--- config.mk ---
export PLATFORM = sky130hd
export DESIGN_NAME = decaying_tone_generator
export DESIGN_NICKNAME = d
export VERILOG_FILES = /design/src/rtl/dtg_pkg.sv /design/src/rtl/decaying_tone_generator.sv /design/src/rtl/dtg_div.sv /design/src/rtl/dtg_core.sv
export VERILOG_INCLUDE_DIRS = /design/src /design/src/rtl
export SDC_FILE = /design/constraint.sdc
export NUM_CORES = 1
export LEC_CHECK = 0
export BUFFER_PORTS_ARGS = -buffer_cell sky130_fd_sc_hd__buf_2
export CAP_MARGIN = 20
export CELL_PAD_IN_SITES_DETAIL_PLACEMENT = 0
export CELL_PAD_IN_SITES_GLOBAL_PLACEMENT = 2
export CORE_AREA = 4 4 236 296
export CTS_CLUSTER_SIZE = 28
export DETAILED_ROUTE_END_ITERATION = 7
export DIE_AREA = 0 0 240 300
export PLACE_DENSITY_LB_ADDON = 0.1
export SKIP_LAST_GASP = 1
export SLEW_MARGIN = 5
export SYNTH_ARGS = -nofsm -noshare
export SYNTH_HDL_FRONTEND = slang
export SYNTH_SLANG_ARGS = --single-unit
export TNS_END_PERCENT = 5
--- constraint.sdc ---
create_clock -name clk_i -period 18.75 [get_ports clk_i]
set_input_delay 0.9375 -clock clk_i [delete_from_list [all_inputs] [get_ports clk_i]]
set_output_delay 0.9375 -clock clk_i [all_outputs]
set_load 0.01 [all_outputs]
--- src/rtl/assert_macros.svh ---
// assertion macros used by the tone generator core (dtg_core)
// expects a clock and an active-low reset to be passed in by the caller
`ifndef ASSERT_MACROS_SVH
`define ASSERT_MACROS_SVH

// same-cycle implication, disabled while reset is asserted
`define DTG_ASSERT_IMP(lbl, clk, rstn, ante, cons) \
  lbl: assert property (@(posedge clk) disable iff (!rstn) (ante) |-> (cons)) \
    else $error("dtg assertion failed");

// next-cycle implication, disabled while reset is asserted
`define DTG_ASSERT_NXT(lbl, clk, rstn, ante, cons) \
  lbl: assert property (@(posedge clk) disable iff (!rstn) (ante) |=> (cons)) \
    else $error("dtg assertion failed");

`endif

--- src/rtl/dtg_pkg.sv ---
// shared types and constants for the decaying tone generator
// no dependencies; used by dtg_div, dtg_core and decaying_tone_generator
`timescale 1ns / 1ps

package dtg_pkg;

  // default width of the elapsed sample counter
  localparam int COUNT_BITS_DEF = 16;

  // shared divider geometry
  localparam int DIV_W          = 32;
  localparam int DSR_W          = 16;
  localparam int DIV_BITS_CYC   = 2;
  localparam int DIV_CYCLES     = DIV_W / DIV_BITS_CYC;

  // configuration register indexes
  localparam logic CFG_OUT_RATE   = 1'b0;
  localparam logic CFG_PEAK_LEVEL = 1'b1;

  // configuration reset values
  localparam logic [15:0] OUT_RATE_RST   = 16'd22050;
  localparam logic [14:0] PEAK_LEVEL_RST = 15'd12000;

  // item kinds and waveforms
  localparam logic       MODE_TRIGGER = 1'b1;
  localparam logic [1:0] WAVE_SQUARE  = 2'd0;
  localparam logic [1:0] WAVE_SAW     = 2'd1;

  // noise generator
  localparam logic [15:0] NOISE_SEED = 16'hACE1;
  localparam logic [15:0] NOISE_TAPS = 16'hB400;

  typedef struct packed {
    logic        mode;
    logic [15:0] tone_frequency;
    logic [15:0] tone_length;
    logic [1:0]  wave_select;
  } item_t;

  typedef struct packed {
    logic [15:0] out_rate;
    logic [14:0] peak_level;
  } cfg_t;

  typedef struct packed {
    logic signed [15:0] sample_out;
    logic               still_playing;
  } res_t;

  typedef struct packed {
    logic busy;
    logic done;
  } div_stat_t;

endpackage

--- src/rtl/decaying_tone_generator.sv ---
// top level of the decaying tone generator: stream ports, config registers, output register
// depends on dtg_pkg and dtg_core
`timescale 1ns / 1ps

// One-voice tone generator with linear decay. A trigger transaction (tuser 1) gives no
// output; with a nonzero length it stores the frequency, length and waveform and restarts
// the tone. A sample transaction (tuser 0) gives one signed 16-bit sample and a
// still-playing flag. Work on a sample runs through one shared divider that retires two
// quotient bits per cycle under a small sequencer: a playing sample divides for the period,
// the phase and the amplitude, and once more for a saw or noise wave; an idle sample and a
// trigger do not use the divider. The output register lets the next item be taken while a
// sample waits on the master side. Configuration writes belong in idle periods.

module decaying_tone_generator #(
  parameter int COUNT_BITS = dtg_pkg::COUNT_BITS_DEF
) (
  input  logic        clk_i,
  input  logic        rst_ni,
  // configuration write port
  input  logic        cfg_we_i,
  input  logic        cfg_idx_i,
  input  logic [15:0] cfg_wdata_i,
  // input stream
  input  logic        s_axis_tvalid_i,
  output logic        s_axis_tready_o,
  input  logic [39:0] s_axis_tdata_i,   // tone_frequency[15:0], tone_length[31:16],
                                        // wave_select[33:32], zero fill
  input  logic        s_axis_tuser_i,   // mode
  // output stream
  output logic        m_axis_tvalid_o,
  input  logic        m_axis_tready_i,
  output logic [23:0] m_axis_tdata_o    // sample_out[15:0], still_playing[16], zero fill
);

  dtg_pkg::cfg_t  cfg_q;
  dtg_pkg::item_t item;
  dtg_pkg::res_t  core_res;
  logic           core_ready, core_valid, core_take;
  logic           m_valid_q;
  dtg_pkg::res_t  m_res_q;

  // configuration registers
  always_ff @(posedge clk_i or negedge rst_ni) begin
    if (!rst_ni) begin
      cfg_q.out_rate   <= dtg_pkg::OUT_RATE_RST;
      cfg_q.peak_level <= dtg_pkg::PEAK_LEVEL_RST;
    end else if (cfg_we_i) begin
      case (cfg_idx_i)
        dtg_pkg::CFG_OUT_RATE:   cfg_q.out_rate   <= cfg_wdata_i;
        dtg_pkg::CFG_PEAK_LEVEL: cfg_q.peak_level <= cfg_wdata_i[14:0];
        default: ;
      endcase
    end
  end

  // unpack the input transaction
  assign item = '{mode:           s_axis_tuser_i,
                  tone_frequency: s_axis_tdata_i[15:0],
                  tone_length:    s_axis_tdata_i[31:16],
                  wave_select:    s_axis_tdata_i[33:32]};

  assign s_axis_tready_o = core_ready;
  assign core_take       = !m_valid_q || m_axis_tready_i;

  dtg_core #(
    .COUNT_BITS (COUNT_BITS)
  ) u_core (
    .clk_i       (clk_i),
    .rst_ni      (rst_ni),
    .cfg_i       (cfg_q),
    .start_i     (s_axis_tvalid_i && core_ready),
    .item_i      (item),
    .ready_o     (core_ready),
    .res_valid_o (core_valid),
    .res_ready_i (core_take),
    .res_o       (core_res)
  );

  // output register
  always_ff @(posedge clk_i or negedge rst_ni) begin
    if (!rst_ni) begin
      m_valid_q <= 1'b0;
    end else if (core_valid && core_take) begin
      m_valid_q <= 1'b1;
    end else if (m_axis_tready_i) begin
      m_valid_q <= 1'b0;
    end
  end

  always_ff @(posedge clk_i) begin
    if (core_valid && core_take) begin
      m_res_q <= core_res;
    end
  end

  assign m_axis_tvalid_o = m_valid_q;
  assign m_axis_tdata_o  = {7'd0, m_res_q.still_playing, m_res_q.sample_out};

endmodule

--- src/rtl/dtg_div.sv ---
// shared iterative unsigned divider, two quotient bits per cycle
// depends on dtg_pkg for widths and the status struct
`timescale 1ns / 1ps

module dtg_div (
  input  logic                        clk_i,
  input  logic                        rst_ni,
  input  logic                        start_i,
  input  logic [dtg_pkg::DIV_W-1:0]   dividend_i,
  input  logic [dtg_pkg::DSR_W-1:0]   divisor_i,
  output logic [dtg_pkg::DIV_W-1:0]   quotient_o,
  output logic [dtg_pkg::DSR_W-1:0]   remainder_o,
  output dtg_pkg::div_stat_t          stat_o
);

  localparam int DW = dtg_pkg::DIV_W;
  localparam int SW = dtg_pkg::DSR_W;
  localparam int CW = $clog2(dtg_pkg::DIV_CYCLES);
  localparam logic [CW-1:0] LAST = CW'(dtg_pkg::DIV_CYCLES - 1);

  logic [DW-1:0] dvd_q, dvd_d;
  logic [SW-1:0] rem_q, rem_d;
  logic [SW-1:0] dsr_q;
  logic [CW-1:0] cnt_q;
  logic          busy_q, done_q;
  logic [SW:0]   trial;
  logic          ge;

  // restoring division steps, combinational
  always_comb begin
    rem_d = rem_q;
    dvd_d = dvd_q;
    trial = '0;
    ge    = 1'b0;
    for (int k = 0; k < dtg_pkg::DIV_BITS_CYC; k++) begin
      trial = {rem_d, dvd_d[DW-1]};
      ge    = (trial >= {1'b0, dsr_q});
      if (ge) begin
        rem_d = SW'(trial - {1'b0, dsr_q});
      end else begin
        rem_d = trial[SW-1:0];
      end
      dvd_d = {dvd_d[DW-2:0], ge};
    end
  end

  // control
  always_ff @(posedge clk_i or negedge rst_ni) begin
    if (!rst_ni) begin
      busy_q <= 1'b0;
      done_q <= 1'b0;
      cnt_q  <= '0;
    end else begin
      done_q <= 1'b0;
      if (start_i) begin
        busy_q <= 1'b1;
        cnt_q  <= '0;
      end else if (busy_q) begin
        cnt_q <= cnt_q + 1'b1;
        if (cnt_q == LAST) begin
          busy_q <= 1'b0;
          done_q <= 1'b1;
        end
      end
    end
  end

  // operands and partial results
  always_ff @(posedge clk_i) begin
    if (start_i) begin
      dvd_q <= dividend_i;
      rem_q <= '0;
      dsr_q <= divisor_i;
    end else if (busy_q) begin
      dvd_q <= dvd_d;
      rem_q <= rem_d;
    end
  end

  assign quotient_o  = dvd_q;
  assign remainder_o = rem_q;
  assign stat_o      = '{busy: busy_q, done: done_q};

endmodule

--- src/rtl/dtg_core.sv ---
// sequencer and tone state: drives the shared divider and multiplier per sample
// depends on dtg_pkg, dtg_div and assert_macros.svh
`timescale 1ns / 1ps
`include "assert_macros.svh"

module dtg_core #(
  parameter int COUNT_BITS = dtg_pkg::COUNT_BITS_DEF
) (
  input  logic           clk_i,
  input  logic           rst_ni,
  input  dtg_pkg::cfg_t  cfg_i,
  input  logic           start_i,
  input  dtg_pkg::item_t item_i,
  output logic           ready_o,
  output logic           res_valid_o,
  input  logic           res_ready_i,
  output dtg_pkg::res_t  res_o
);

  localparam int DW = dtg_pkg::DIV_W;

  // sequencer codes
  localparam logic [3:0] S_IDLE    = 4'd0;
  localparam logic [3:0] S_PER_W   = 4'd1;
  localparam logic [3:0] S_PH_W    = 4'd2;
  localparam logic [3:0] S_MUL_AMP = 4'd3;
  localparam logic [3:0] S_AMP_S   = 4'd4;
  localparam logic [3:0] S_AMP_W   = 4'd5;
  localparam logic [3:0] S_WAVE    = 4'd6;
  localparam logic [3:0] S_SAW_S   = 4'd7;
  localparam logic [3:0] S_SAW_W   = 4'd8;
  localparam logic [3:0] S_NOI_S   = 4'd9;
  localparam logic [3:0] S_NOI_W   = 4'd10;
  localparam logic [3:0] S_FIN     = 4'd11;

  logic [3:0]            state_q, state_d;
  logic                  playing_q, playing_d;
  logic [15:0]           freq_q, freq_d;
  logic [15:0]           len_q, len_d;
  logic [1:0]            wave_q, wave_d;
  logic [COUNT_BITS-1:0] cnt_q, cnt_d;
  logic [15:0]           lfsr_q, lfsr_d;
  logic [15:0]           period_q, period_d;
  logic [15:0]           phase_q, phase_d;
  logic [14:0]           amp_q, amp_d;
  logic [31:0]           prod_q, prod_d;
  logic [15:0]           res_q, res_d;

  logic                  div_start;
  logic [DW-1:0]         div_dvd;
  logic [15:0]           div_dsr;
  logic [DW-1:0]         div_quo;
  logic [15:0]           div_rem;
  dtg_pkg::div_stat_t    div_stat;

  logic [15:0]           mul_a, mul_b;
  logic [31:0]           mul_p;

  logic [DW-1:0]         cnt_x, len_x, cnt_inc_x;
  logic [COUNT_BITS-1:0] cnt_inc;
  logic [15:0]           per_new;
  logic [15:0]           amp_ext;

  dtg_div u_div (
    .clk_i       (clk_i),
    .rst_ni      (rst_ni),
    .start_i     (div_start),
    .dividend_i  (div_dvd),
    .divisor_i   (div_dsr),
    .quotient_o  (div_quo),
    .remainder_o (div_rem),
    .stat_o      (div_stat)
  );

  // shared multiplier, result always registered in prod_q
  assign mul_p = mul_a * mul_b;

  assign cnt_x     = DW'(cnt_q);
  assign len_x     = DW'(len_q);
  assign cnt_inc   = cnt_q + 1'b1;
  assign cnt_inc_x = DW'(cnt_inc);
  assign per_new   = (div_quo[15:0] == 16'd0) ? 16'd1 : div_quo[15:0];
  assign amp_ext   = {1'b0, amp_q};

  // sequencer
  always_comb begin
    state_d   = state_q;
    playing_d = playing_q;
    freq_d    = freq_q;
    len_d     = len_q;
    wave_d    = wave_q;
    cnt_d     = cnt_q;
    lfsr_d    = lfsr_q;
    period_d  = period_q;
    phase_d   = phase_q;
    amp_d     = amp_q;
    prod_d    = prod_q;
    res_d     = res_q;
    div_start = 1'b0;
    div_dvd   = '0;
    div_dsr   = '0;
    mul_a     = '0;
    mul_b     = '0;
    case (state_q)
      S_IDLE: begin
        if (start_i) begin
          if (item_i.mode == dtg_pkg::MODE_TRIGGER) begin
            if (item_i.tone_length != 16'd0) begin
              playing_d = 1'b1;
              freq_d    = item_i.tone_frequency;
              len_d     = item_i.tone_length;
              wave_d    = item_i.wave_select;
              cnt_d     = '0;
            end
          end else if (!playing_q) begin
            res_d   = '0;
            state_d = S_FIN;
          end else begin
            div_start = 1'b1;
            div_dvd   = DW'(cfg_i.out_rate);
            div_dsr   = (freq_q == 16'd0) ? 16'd1 : freq_q;
            state_d   = S_PER_W;
          end
        end
      end
      S_PER_W: begin
        if (div_stat.done) begin
          period_d  = per_new;
          div_start = 1'b1;
          div_dvd   = cnt_x;
          div_dsr   = per_new;
          state_d   = S_PH_W;
        end
      end
      S_PH_W: begin
        if (div_stat.done) begin
          phase_d = div_rem;
          if (cnt_x >= len_x) begin
            amp_d   = '0;
            state_d = S_WAVE;
          end else begin
            state_d = S_MUL_AMP;
          end
        end
      end
      S_MUL_AMP: begin
        mul_a   = {1'b0, cfg_i.peak_level};
        mul_b   = len_q - cnt_x[15:0];
        prod_d  = mul_p;
        state_d = S_AMP_S;
      end
      S_AMP_S: begin
        div_start = 1'b1;
        div_dvd   = DW'(prod_q);
        div_dsr   = len_q;
        state_d   = S_AMP_W;
      end
      S_AMP_W: begin
        if (div_stat.done) begin
          amp_d   = div_quo[14:0];
          state_d = S_WAVE;
        end
      end
      S_WAVE: begin
        case (wave_q)
          dtg_pkg::WAVE_SQUARE: begin
            res_d   = (phase_q < (period_q >> 1)) ? amp_ext : 16'd0 - amp_ext;
            state_d = S_FIN;
          end
          dtg_pkg::WAVE_SAW: begin
            mul_a   = phase_q;
            mul_b   = {amp_q, 1'b0};
            prod_d  = mul_p;
            state_d = S_SAW_S;
          end
          default: begin
            lfsr_d  = {1'b0, lfsr_q[15:1]} ^ (lfsr_q[0] ? dtg_pkg::NOISE_TAPS : 16'd0);
            state_d = S_NOI_S;
          end
        endcase
      end
      S_SAW_S: begin
        div_start = 1'b1;
        div_dvd   = DW'(prod_q);
        div_dsr   = period_q;
        state_d   = S_SAW_W;
      end
      S_SAW_W: begin
        if (div_stat.done) begin
          res_d   = div_quo[15:0] - amp_ext;
          state_d = S_FIN;
        end
      end
      S_NOI_S: begin
        div_start = 1'b1;
        div_dvd   = DW'(lfsr_q);
        div_dsr   = {amp_q, 1'b1};
        state_d   = S_NOI_W;
      end
      S_NOI_W: begin
        if (div_stat.done) begin
          res_d   = div_rem - amp_ext;
          state_d = S_FIN;
        end
      end
      S_FIN: begin
        if (res_ready_i) begin
          if (playing_q) begin
            cnt_d     = cnt_inc;
            playing_d = (cnt_inc_x < len_x);
          end
          state_d = S_IDLE;
        end
      end
      default: begin
        state_d = S_IDLE;
      end
    endcase
  end

  // control state
  always_ff @(posedge clk_i or negedge rst_ni) begin
    if (!rst_ni) begin
      state_q   <= S_IDLE;
      playing_q <= 1'b0;
      freq_q    <= '0;
      len_q     <= '0;
      wave_q    <= '0;
      cnt_q     <= '0;
      lfsr_q    <= dtg_pkg::NOISE_SEED;
    end else begin
      state_q   <= state_d;
      playing_q <= playing_d;
      freq_q    <= freq_d;
      len_q     <= len_d;
      wave_q    <= wave_d;
      cnt_q     <= cnt_d;
      lfsr_q    <= lfsr_d;
    end
  end

  // per-sample working values
  always_ff @(posedge clk_i) begin
    period_q <= period_d;
    phase_q  <= phase_d;
    amp_q    <= amp_d;
    prod_q   <= prod_d;
    res_q    <= res_d;
  end

  assign ready_o     = (state_q == S_IDLE);
  assign res_valid_o = (state_q == S_FIN);
  assign res_o       = '{sample_out:    res_q,
                         still_playing: playing_q && (cnt_inc_x < len_x)};

  // checks
  `DTG_ASSERT_IMP(a_div_start_free, clk_i, rst_ni, div_start, !div_stat.busy)
  `DTG_ASSERT_NXT(a_div_runs, clk_i, rst_ni, div_start, div_stat.busy)
  `DTG_ASSERT_IMP(a_div_done_waited, clk_i, rst_ni, div_stat.done,
                  state_q == S_PER_W || state_q == S_PH_W || state_q == S_AMP_W ||
                  state_q == S_SAW_W || state_q == S_NOI_W)
  `DTG_ASSERT_IMP(a_idle_sample_zero, clk_i, rst_ni, state_q == S_FIN && !playing_q,
                  res_q == 16'd0)

endmodule
---- Word-level counts from Yosys, hierarchy flattened ----
Index checks and enable logic that the tools add are counted.
storage, ports and cells
  register bits ........................... 285
  input port bits ......................... 63
  output and inout port bits .............. 26
  word-level logic and storage cells ...... 174
cells by class
  add/subtract/negate cells ............... 8
  $mul .................................... 1
  magnitude comparators ................... 5
  equality and inequality tests ........... 29
  mux-type cells .......................... 73
  bitwise logic cells ..................... 3
  reduce and logical (&&, ||, !) cells .... 32
operators with widths
  kind                   number
  $mux 16                25
  $mux 32                5
  $pmux 32 s4            1
  $pmux 16 s2            3
  $pmux 16 s5            1
  $pmux 16 s4            1
  $pmux 32 s2            1
  $sub 16x16->16         3
  $mux 15                3
  $pmux 4 s11            1
  $mux 4                 10
  $ge 17x16->1           2
  $logic_not 16->1       2
  $mul 16x16->32         1
  $sub 16x15->16         2
  $pmux 15 s2            1
  $eq 4x4->1 const B     5
  $mux 1                 17
  $add 16x1->16 const B  1
  $eq 4x3->1 const B     4
  $ge 16x16->1           1
  $lt 16x15->1           1
  $lt 16x16->1           1
  $ne 2x1->1 const B     8
  27 further kinds       51

---- Logic depth before layout (Yosys ltp) ----
Gate-level depths: netlist (run 1).
  word-level depth ........................ 6
  gate-level depth with buffers ........... 36
  gate-level depth less buffers ........... 34

---- Cells and area by module ----
From an unflattened synthesis (run 1), not the netlist that was laid out.
unflattened totals
  cell total of the unflattened synthesis .. 2585
  area, all modules ....................... 25390.6 um2
by module, submodules not included
  module                   instances  cells an instance  area an instance (um2)  sequential area each (um2)
  dtg_core                 1          2057               18893.1                 4639.4
  dtg_div                  1          431                4601.9                  1911.8
  decaying_tone_generator  1          97                 1895.6                  1327.5

---- Worst setup path before layout (run 1) ----
OpenSTA, ideal clock, no wires.
  kind .................................... reg2reg
  from .................................... reg u_core.cnt_q[0]
  to ...................................... reg u_core.prod_q[30], data pin
  library setup time ...................... 0.262 ns
  arrival time ............................ 7.877 ns
  setup slack ............................. 10.611 ns
  cell stages (with the launch flop) ...... 33
  buffers on the path ..................... 2
  period minus slack after synthesis ...... 8.139 ns
  cell sequence ........................... dfrtp_1 ha_1 inv_1 fa_1 a21o_1 a21oi_1 o21ai_1 a31oi_1 o2111ai_1 a21oi_1 xnor2_1 a22o_1 clkbuf_1 nand2_1 fa_1 fa_1 inv_1 fa_1 fa_1 fa_1 inv_1 fa_1 inv_1 ha_1 clkbuf_1 a21o_1 a21oi_1 o21ai_0 o41a_1 a221o_1 a31oi_1 o21ai_1 xor2_1
between the ends
  longest elaborated chain between the ends .. 5
ends and longest elaborated chain
  element                     line             RTL
  start: declaration          dtg_core.sv:41   logic [COUNT_BITS-1:0] cnt_q, cnt_d;
  start signal: assignment    dtg_core.sv:237  cnt_q <= cnt_d;
  $sub 16x16->16 *            dtg_core.sv:148  mul_b = len_q - cnt_x[15:0];
  $pmux 16 s2 *               dtg_core.sv:104  case (state_q)
  $mul 16x16->32 *            dtg_core.sv:76   assign mul_p = mul_a * mul_b;
  named net u_core.mul_p[30]  dtg_core.sv:57   logic [31:0] mul_p;
  $mux 32                     dtg_core.sv:165  case (wave_q)
  $pmux 32 s2 *               dtg_core.sv:104
  end signal: assignment      dtg_core.sv:247  prod_q <= prod_d;
  end: declaration            dtg_core.sv:46   logic [31:0] prod_q, prod_d;
Mark *: on every way through the listed nets, which the timed path passes. The rest lies on a longest branch. The select of a mux whose other input is x is not followed.
A chain may end at the register's enable or synchronous reset.

---- Worst setup path in the final report (run 1) ----
Same ends and word-level chain as after synthesis.

==> results of run 1 <==
## power by group
part           switching, mW  total [mW]  internal, mW
sequential             0.241        1.16         0.916
combinational           1.52        2.50         0.980
clock                  0.297       0.749         0.452
total                   2.06        4.41          2.35
## registers in the layout (all words and copies together) (netlist names)
signal and flops:
u_core.u_div.cnt_q 4, u_core.wave_q 2, u_core.state_q 4, u_core.cnt_q 16, u_core.amp_q 15, m_axis_tdata_o 17
u_core.u_div.quotient_o 32, u_core.u_div.remainder_o 16, u_core.u_div.done_q 1, cfg_q 31, u_core.freq_q 16, u_core.lfsr_q 16
u_core.phase_q 16, u_core.prod_q 32, u_core.period_q 16, u_core.res_q 16, u_core.playing_q 1, u_core.u_div.busy_q 1
m_axis_tvalid_o 1, u_core.u_div.dsr_q 16, u_core.len_q 16
## metal layers
metal / GRT usage (%) / part of all wire [%] / up-vias
li1: - / - / 8690
met1: 28.53 / 40 / 9532
met2: 42.07 / 51 / 443
met3: 2.532 / 3.7 / 150
met4: 9.292 / 4.5 / 0
met5: 0 / 0 / -
## placed cells by master (no fill, tap or decap), types with 43 or more instances in the layout
cell type and count:
a21oi_1 75, a22o_1 43, a22oi_1 83, buf_2 74
dfrtp_1 88, edfxtp_1 160, fa_1 198, ha_1 201
inv_1 326, mux2_2 71, nand2_1 313, nor2_1 175
o21ai_0 72, xnor2_1 69
## through the flow
step	worst slack, ns	hold slack, ns	util (%)	area, um2
CTS	9.433	0.3282	40.64	27170
detailed placement	9.513	0.4066	38.75	25900
global placement	9.481	0.4084	38.75	25900
floorplan	10.61	0.4003	-	24610
global route	8.949	0.3562	40.67	27190
finish	9.385	0.3430	40.67	27190
## final timing paths
path | end | slack, ns | depth (start not counted)
min in group clk_i | m_axis_tdata_o[15] | 0.42 | 0
worst min register to register | m_axis_tdata_o[15] | 0.42 | 0
max in group asynchronous | u_core.u_div.busy_q | 17.04 | 2
worst max register to register | u_core.prod_q[30] | 9.38 | 30
worst max-delay path | u_core.prod_q[30] | 9.38 | 30
worst min-delay path | cfg_q[19] | 0.34 | 1
## layout make-up
| type | instances | area, um2 | area share (%) |
|---|---|---|---|
| clock buffer | 53 | 1059 | 3.893 |
| clock inverter | 13 | 206.4 | 0.7594 |
| inverter | 329 | 1235 | 4.542 |
| multi-input combinational | 1795 | 15050 | 55.36 |
| sequential | 285 | 7879 | 28.98 |
| tap | 864 | 1081 | 3.976 |
| timing repair buffer | 113 | 675.6 | 2.485 |
## worst register-to-register path, delay by kind of cell, from the launching register on
family          cells  cell delay, ns
flops               1            0.63
simple gates        1            0.14
buf+inv             4            0.19
xor+xnor            2            0.31
compound gates     14            3.82
fa+ha+maj           9            3.99
## cell families after synthesis
kind of cell,count (synthesis)
AO/OA/AOI/OAI,477
XOR/XNOR,105
adder cells (fa/ha/maj),399
buffers and inverters,444
flip-flops,285
multiplexers,88
other,2
AND/OR/NAND/NOR,718
==> results.json, run 1 <==
{
  "die_area_mm2": 0.07200,
  "seq_area_frac_synth_pct": 32.05,
  "num_antenna_cells": 0,
  "port_buffers": 75,
  "first_iter_violations": 1141,
  "critPathLaunchType": "flop",
  "worst_slew_pin_slew_ns": 1.151,
  "num_vias": 18820,
  "drive_above_1_share_pct": 11.67,
  "crit_fanout": 12,
  "clkLatencyLatePin_ns": 0.56,
  "r2r_start": "u_core.cnt_q[0]",
  "synth_xor_area_share_pct": 3.741,
  "yosysWarnings": 0,
  "final_cells": 3452,
  "floorplan.initialDensity_pct": 36.78,
  "power_mw": 4.409,
  "synth_adder_area_share_pct": 26.35,
  "clk_pin_slew_ns": 0.06,
  "max-slew-margin-rel_pct": 23.28,
  "cts_tree": "yes",
  "ioPinCount": 89,
  "hold_viol": 0,
  "slowest_delay_ns": 0.63,
  "cts-root-buf": "clkbuf_16",
  "synth_commonest_cells": "inv_1, nand2_1, ha_1",
  "crit_family": "adder cells",
  "grt_start_max_net_pins": 74,
  "grt_pass1_vias": 20110,
  "grt_antenna_before_repair": 0,
  "rsz0062_at_grt": "no",
  "yosys.area_share.simple_pct": 13.14,
  "crit_top_cell": "fa_1",
  "die_h_um": 300,
  "synthTopCellsByArea": "edfxtp_1, fa_1, ha_1",
  "fmaxAchievable_mhz": 106.8,
  "startpoint": "u_core.cnt_q[0]",
  "irDropWorstVdd_v": 0.0001279,
  "postSynthAreaPerCell_um2": 9.764,
  "crit_buf_inv": 4,
  "yosysUniqueCellTypes": 97,
  "fp.dieW_um": 240,
  "p_per_area_mw_per_mm2": 162.2,
  "synth.mux.area_fraction_pct": 3.975,
  "finalCriticalPeriod_ns": 9.365,
  "p_leak_nw": 11.96,
  "rows": 106,
  "firstDrtPassIters": 5,
  "drt_wl_total_um": 83520,
  "cts_sinks": 285,
  "setup_viol": 0,
  "synthArstFlopShare_pct": 38.25,
  "grtUsageTotal_pct": 23.38,
  "grt_pass1_wl_um": 126500,
  "ant_nets": 0,
  "cts_buffers": 36,
  "post_drt_wl_per_cell_um": 24.19,
  "synth_edf_count": 160,
  "dp.cells": 3385,
  "synth_compound_area_share_pct": 13.73,
  "syn_area_mm2": 0.02458,
  "nFillCells": 6702,
  "synthFlopType": "edfxtp_1",
  "viasPerCell": 5.450,
  "finalMaxSlewViolations": 0,
  "crit_slowest_cell": "dfrtp_1",
  "nets": 3022,
  "ys_seq_elements": 285,
  "route.detailed.drc": 0,
  "syn_inst": 2518,
  "cp_data_arrival_time_ns": 9.66,
  "gp_congestion": 0.8929,
  "synth_top_family_by_area": "adder cells",
  "core_area_mm2": 0.06684,
  "setup_tns_ns": 0,
  "cts_hold_buf": 0,
  "cts_resized": 0,
  "hold_class": "in2async",
  "cp-end-kind": "flop",
  "post-cts-setup-buffer-count": 0,
  "cap_violations": 0,
  "yosysMostFrequentCell": "inv_1",
  "required_ns": 19.04,
  "yosysTopAreaCell": "edfxtp_1",
  "h-tree-depth": 2,
  "area_delta_synth_final_pct": 10.59,
  "final.period_utilization_pct": 49.95,
  "outcome": "finished clean",
  "crit_type": "reg2reg",
  "clock_skew_ns": 0.01904,
  "yosysTopAreaCellShare_pct": 19.54,
  "dp_hpwl_um": 66040,
  "cts_buffer_depth": 3,
  "grt_overflow": 0
}
Note: power is estimated with default switching activity, not from simulation.
==> inputs of run 2 (changes only) <==
ABC_AREA = 1   (was unset)
CORE_AREA = 4 4 244 306   (was 4 4 236 296)
DIE_AREA = 0 0 248 310   (was 0 0 240 300)
clock period = 7.6 ns   (was 18.75 ns; I/O delays follow)
==> run 2 against run 1 <==
Final cell count is 23% higher. Worst hold slack worse by 0.32 ns. Global-route usage is 2.8 points higher. Largest power group unchanged. Sequential power is 130% higher. Utilization is 0.11 points higher.
==> results.json, run 2 <==
{
  "outcome": "finished clean",
  "p_per_area_mw_per_mm2": 366.0,
  "fp.dieW_um": 248,
  "synthTopCellsByArea": "edfxtp_1, fa_1, nand2_1",
  "irDropWorstVdd_v": 0.0002122,
  "cap_violations": 0,
  "grt_pass1_vias": 22850,
  "rows": 110,
  "clk_pin_slew_ns": 0.06,
  "ioPinCount": 89,
  "grt_pass1_wl_um": 147400,
  "synthArstFlopShare_pct": 38.25,
  "slowest_delay_ns": 0.51,
  "fin_util_pct": 40.79,
  "postSynthAreaPerCell_um2": 8.240,
  "grt_overflow": 0,
  "cts_buffer_depth": 3,
  "p_leak_nw": 14.16,
  "first_iter_violations": 1396,
  "cts-root-buf": "clkbuf_16",
  "required_ns": 7.90,
  "grt_antenna_before_repair": 1,
  "clkLatencyLatePin_ns": 0.57,
  "yosysWarnings": 0,
  "synth_edf_count": 160,
  "crit_slowest_cell": "fa_1",
  "power_mw": 10.70,
  "crit_family": "adder cells",
  "area_delta_synth_final_pct": 14.28,
  "cp-end-kind": "flop",
  "floorplan.initialDensity_pct": 35.69,
  "cts_buffers": 35,
  "seq_area_frac_synth_pct": 30.79,
  "mostFrequentLayoutCell": "nand2_1",
  "syn_inst": 3106,
  "hold_class": "in2reg",
  "ys_seq_elements": 285,
  "firstDrtPassIters": 7,
  "final.period_utilization_pct": 96.01,
  "gp_congestion": 0.9381,
  "rsz0062_at_grt": "yes",
  "crit_type": "reg2reg",
  "hold_viol": 0,
  "num_vias": 21780,
  "core_area_mm2": 0.07171,
  "yosysUniqueCellTypes": 68,
  "multi_input_area_mm2": 0.01532,
  "ff_latch_area_mm2": 0.007879,
  "cts_tree": "yes",
  "crit_fanout": 12,
  "finalCriticalPeriod_ns": 7.297,
  "crit_top_cell": "inv_1",
  "drt_wl_total_um": 99970,
  "yosysTopAreaCellShare_pct": 18.77,
  "post_drt_wl_per_cell_um": 23.59,
  "setup_viol": 0,
  "finalMaxSlewViolations": 0,
  "ant_nets": 0,
  "yosysTopAreaCell": "edfxtp_1",
  "synth_commonest_cells": "nand2_1, inv_1, o21ai_0",
  "nets": 3719,
  "grt_start_max_net_pins": 65,
  "nFillCells": 7438,
  "most-common-layout-cells": "nand2_1, inv_1, o21ai_0",
  "h-tree-depth": 2,
  "clock_skew_ns": 0.04473,
  "critPathLaunchType": "flop",
  "fmaxAchievable_mhz": 137.0,
  "port_buffers": 75,
  "route.detailed.drc": 0,
  "yosysMostFrequentCell": "nand2_1",
  "crit_buf_inv": 11,
  "synthFlopType": "edfxtp_1",
  "worst_slew_pin_slew_ns": 1.039,
  "syn_area_mm2": 0.02559,
  "cp_data_arrival_time_ns": 7.60,
  "viasPerCell": 5.139,
  "grtUsageTotal_pct": 26.15,
  "drive_above_1_share_pct": 12.45,
  "die_area_mm2": 0.07688,
  "cts_sinks": 285,
  "max-slew-margin-rel_pct": 30.57,
  "dp_hpwl_um": 83290,
  "die_h_um": 310
}
run 2: cell count changes in the layout (fill, tap and decap cells not counted), moves of 67 or more:
cell / before / now
nand2_1: 313 / 700
inv_1: 326 / 567
o21ai_0: 72 / 209
buf_4: 38 / 128
a21oi_1: 75 / 147
mux2_2: 71 / 1
nand3_1: 42 / 109
run 2: kinds of logic after synthesis:
kind of cell	synth area share, %
buffers and inverters	10.64
multiplexers	0.04400
XOR/XNOR	2.498
AO/OA/AOI/OAI	11.81
flip-flops	30.79
other	0.02935
AND/OR/NAND/NOR	18.88
adder cells (fa/ha/maj)	25.32
run 2: final cells by class:
type | instances | share of cell area (%)
Inverter | 593 | 7.628
Clock inverter | 21 | 0.9583
Sequential cell | 285 | 26.94
Multi-Input combinational cell | 2133 | 52.40
Timing Repair Buffer | 209 | 4.898
Antenna cell | 1 | 0.008556
Tap cell | 952 | 4.073
Clock buffer | 43 | 3.097
run 2: repair_timing:
| action | CTS | global route |
|---|---|---|
| setup buffers | 0 | 4 |
| hold endpoints to repair | 27 | 0 |
| endpoints found under the setup margin | 6 | 17 |
| pin swaps | 0 | 5 |
| hold buffers | 3 | 0 |
| cloned | 0 | 0 |
| gates resized for setup | 5 | 59 |
run 2: path summary, 6_finish.rpt:
| check | startpoint | endpoint | slack, ns | depth (start not counted) |
|---|---|---|---|---|
| worst max-delay path | u_core.len_q[0] | u_core.prod_q[23] | 0.30 | 35 |
| worst min-delay path | s_axis_tdata_i[15] | u_core.freq_q[15] | 0.03 | 3 |
| worst max register to register | u_core.len_q[0] | u_core.prod_q[23] | 0.30 | 35 |
| worst min register to register | u_core.res_q[12] | m_axis_tdata_o[12] | 0.42 | 0 |
| max in group asynchronous | rst_ni | u_core.cnt_q[13] | 5.89 | 3 |
| min in group asynchronous | rst_ni | u_core.lfsr_q[3] | 0.37 | 2 |
run 2: through the flow:
step	instances	hold WS, ns	worst slack, ns	TNS [ns]	instance area, um2
2_1_floorplan	3112	0.08441	0.9016	0	25610
5_1_grt	4236	0.03056	-0.01090	-0.02884	29240
6_report	4237	0.02561	0.3034	0	29250
3_3_place_gp	4165	0.4059	-0.1454	-0.3048	27680
4_1_cts	4232	0.001921	-0.02743	-0.02743	28920
3_5_place_dp	4165	0.4057	-0.1435	-0.4719	27680
run 2: report_power, final:
group / leakage, nW / switching (mW) / internal [mW]
logic: 10.6 / 4.21 / 2.04
registers: 2.99 / 0.466 / 2.23
clock network: 0.578 / 0.727 / 1.04
run 2: worst min-delay path: cells and delay by family:
family | cells | cell delay (ns)
AND/OR/NAND/NOR | 2 | 0.10
buffers and inverters | 1 | 0.08
run 2: layer usage:
metal | global-route usage [%] | vias up | wire (um)
li1 | - | 10300 | -
met1 | 30.13 | 10730 | 38230
met2 | 49.30 | 555 | 52690
met3 | 2.388 | 186 | 3655
met4 | 11.05 | 0 | 5397
met5 | 0 | - | 0
==> inputs of run 3 (changes only) <==
clock period = 6.6 ns   (was 7.6 ns; I/O delays follow)
==> run 3 against run 2 <==
The run now ends with setup timing left. Worst setup slack worse by 0.68 ns. Utilization is 3.2 points higher. Clock skew decreased by 0.024 ns. Clock-buffer cell count is 3 higher. Register-to-register slack worse by 0.68 ns.
==> results.json, run 3 (synthesized netlist as in run 2, its figures left out) <==
{
  "nets": 3950,
  "worst_slew_pin_slew_ns": 1.011,
  "h-tree-depth": 2,
  "route.detailed.drc": 0,
  "most-common-layout-cells": "nand2_1, inv_1, buf_4",
  "final.period_utilization_pct": 105.7,
  "num_vias": 22920,
  "rsz0062_at_grt": "yes",
  "floorplan.initialDensity_pct": 35.69,
  "grt_pass1_vias": 24120,
  "cts-root-buf": "clkbuf_16",
  "cp-end-kind": "flop",
  "fmaxAchievable_mhz": 143.4,
  "p_leak_nw": 15.37,
  "cts_buffers": 35,
  "rows": 110,
  "grt_start_max_net_pins": 74,
  "num_antenna_cells": 0,
  "fp.dieW_um": 248,
  "p_per_area_mw_per_mm2": 417.0,
  "grt_pass1_wl_um": 155300,
  "ioPinCount": 89,
  "crit_type": "reg2reg",
  "port_buffers": 75,
  "finalMaxSlewViolations": 0,
  "cap_violations": 0,
  "multi_input_area_mm2": 0.01573,
  "crit_slowest_cell": "fa_1",
  "clock_skew_ns": 0.02084,
  "violations": "setup timing",
  "drive_above_1_share_pct": 20.34,
  "die_h_um": 310,
  "crit_top_cell": "fa_1",
  "dp_hpwl_um": 88410,
  "critPathLaunchType": "flop",
  "finalCriticalPeriod_ns": 6.974,
  "grt_overflow": 0,
  "first_iter_violations": 1552,
  "max-slew-margin-rel_pct": 32.46,
  "post_drt_wl_per_cell_um": 23.63,
  "hold_class": "in2reg",
  "die_area_mm2": 0.07688,
  "outcome": "finished with violations",
  "cts_buffer_depth": 3,
  "gp_congestion": 0.9952,
  "cp_data_arrival_time_ns": 7.28,
  "setup_tns_ns": -5.629,
  "hold_viol": 0,
  "clkLatencyLatePin_ns": 0.56,
  "cts_tree": "yes",
  "fin_ws_ns": -0.3737,
  "slowest_delay_ns": 0.53,
  "dp_slack_ns": -0.8278,
  "clk_pin_slew_ns": 0.06,
  "irDropWorstVdd_v": 0.0002139,
  "core_area_mm2": 0.07171,
  "power_mw": 13.16,
  "drt_wl_total_um": 105600,
  "grt_antenna_before_repair": 0,
  "firstDrtPassIters": 5,
  "ff_latch_area_mm2": 0.007879,
  "ant_nets": 0,
  "required_ns": 6.91,
  "grtUsageTotal_pct": 27.63,
  "setup_viol": 21,
  "area_delta_synth_final_pct": 23.30,
  "viasPerCell": 5.131,
  "cts_sinks": 285,
  "crit_fanout": 4,
  "mostFrequentLayoutCell": "nand2_1",
  "holdWs_ns": 0.02051,
  "nFillCells": 7235
}
## run 3: changes by cell type in the layout (fill, tap and decap cells not counted), moves of 7 or more
cell     before  now
a21oi_1     147  136
inv_1       567  547
inv_2        23   42
buf_4       128  338
fa_2          2   13
ha_4          7   16
nand2_2       8   20
fa_1        196  185
a21oi_4       0    7
nor2_1      175  168
buf_12        3   14
nand2_1     700  684
ha_1        191  183
## run 3: where the power goes
| part | switching (mW) | total (mW) | internal (mW) |
|---|---|---|---|
| Sequential | 0.492 | 3.06 | 2.57 |
| Combinational | 5.12 | 8.09 | 2.97 |
| Clock | 0.834 | 2.01 | 1.18 |
| Total | 6.44 | 13.2 | 6.71 |
## run 3: routing by layer
| metal | vias up | share of wire [%] | GRT usage [%] |
|---|---|---|---|
| li1 | 10770 | - | - |
| met1 | 11290 | 38 | 31.58 |
| met2 | 648 | 52 | 51.30 |
| met3 | 217 | 3.9 | 2.767 |
| met4 | 0 | 6.1 | 13.57 |
| met5 | - | 0 | 0 |
## run 3: per-stage QoR
step / instance area (um2) / util [%] / instances
after floorplan: 25640 / - / 3112
after detailed placement: 29390 / 40.99 / 4372
after global placement: 29390 / 40.99 / 4372
after global routing: 31560 / 44.01 / 4467
after CTS: 31150 / 43.45 / 4462
final: 31560 / 44.01 / 4467
## run 3: critical path: cells and delay by family (launching register included)
kind,cells,cell delay [ns]
xor gates and xnor gates,1,0.13
AOI/OAI and AO/OA,6,0.67
DFF,1,0.39
adders and majority gates,9,3.68
and+or+nand+nor,12,1.10
buffers and inverters,9,0.76
## run 3: timing repair
| action | CTS | global route |
|---|---|---|
| gates resized for setup | 93 | 78 |
| pin swaps | 49 | 64 |
| hold buffers | 8 | 0 |
| buffers inserted | 18 | 4 |
| endpoints found under the setup margin | 22 | 22 |
| hold endpoints to repair | 29 | 0 |
## run 3: final timing paths
| check | startpoint | end | slack [ns] | cells after the start |
|---|---|---|---|---|
| max | u_core.len_q[0] | u_core.prod_q[26] | -0.37 | 37 |
| max in group asynchronous | rst_ni | cfg_q[11] | 5.19 | 4 |
| max reg2reg | u_core.len_q[0] | u_core.prod_q[26] | -0.37 | 37 |
| min reg2reg | u_core.res_q[0] | m_axis_tdata_o[0] | 0.42 | 0 |
| min in group asynchronous | rst_ni | u_core.lfsr_q[3] | 0.28 | 2 |
| min | s_axis_tdata_i[14] | u_core.freq_q[14] | 0.02 | 3 |
## run 3: cell type report
| class | count | area share (%) |
|---|---|---|
| inverters | 593 | 7.070 |
| clock buffers | 46 | 2.970 |
| multi-input cells | 2133 | 49.84 |
| repair buffers | 440 | 10.65 |
| well taps | 952 | 3.775 |
| flip-flops and latches | 285 | 24.97 |
| clock inverters | 18 | 0.7335 |
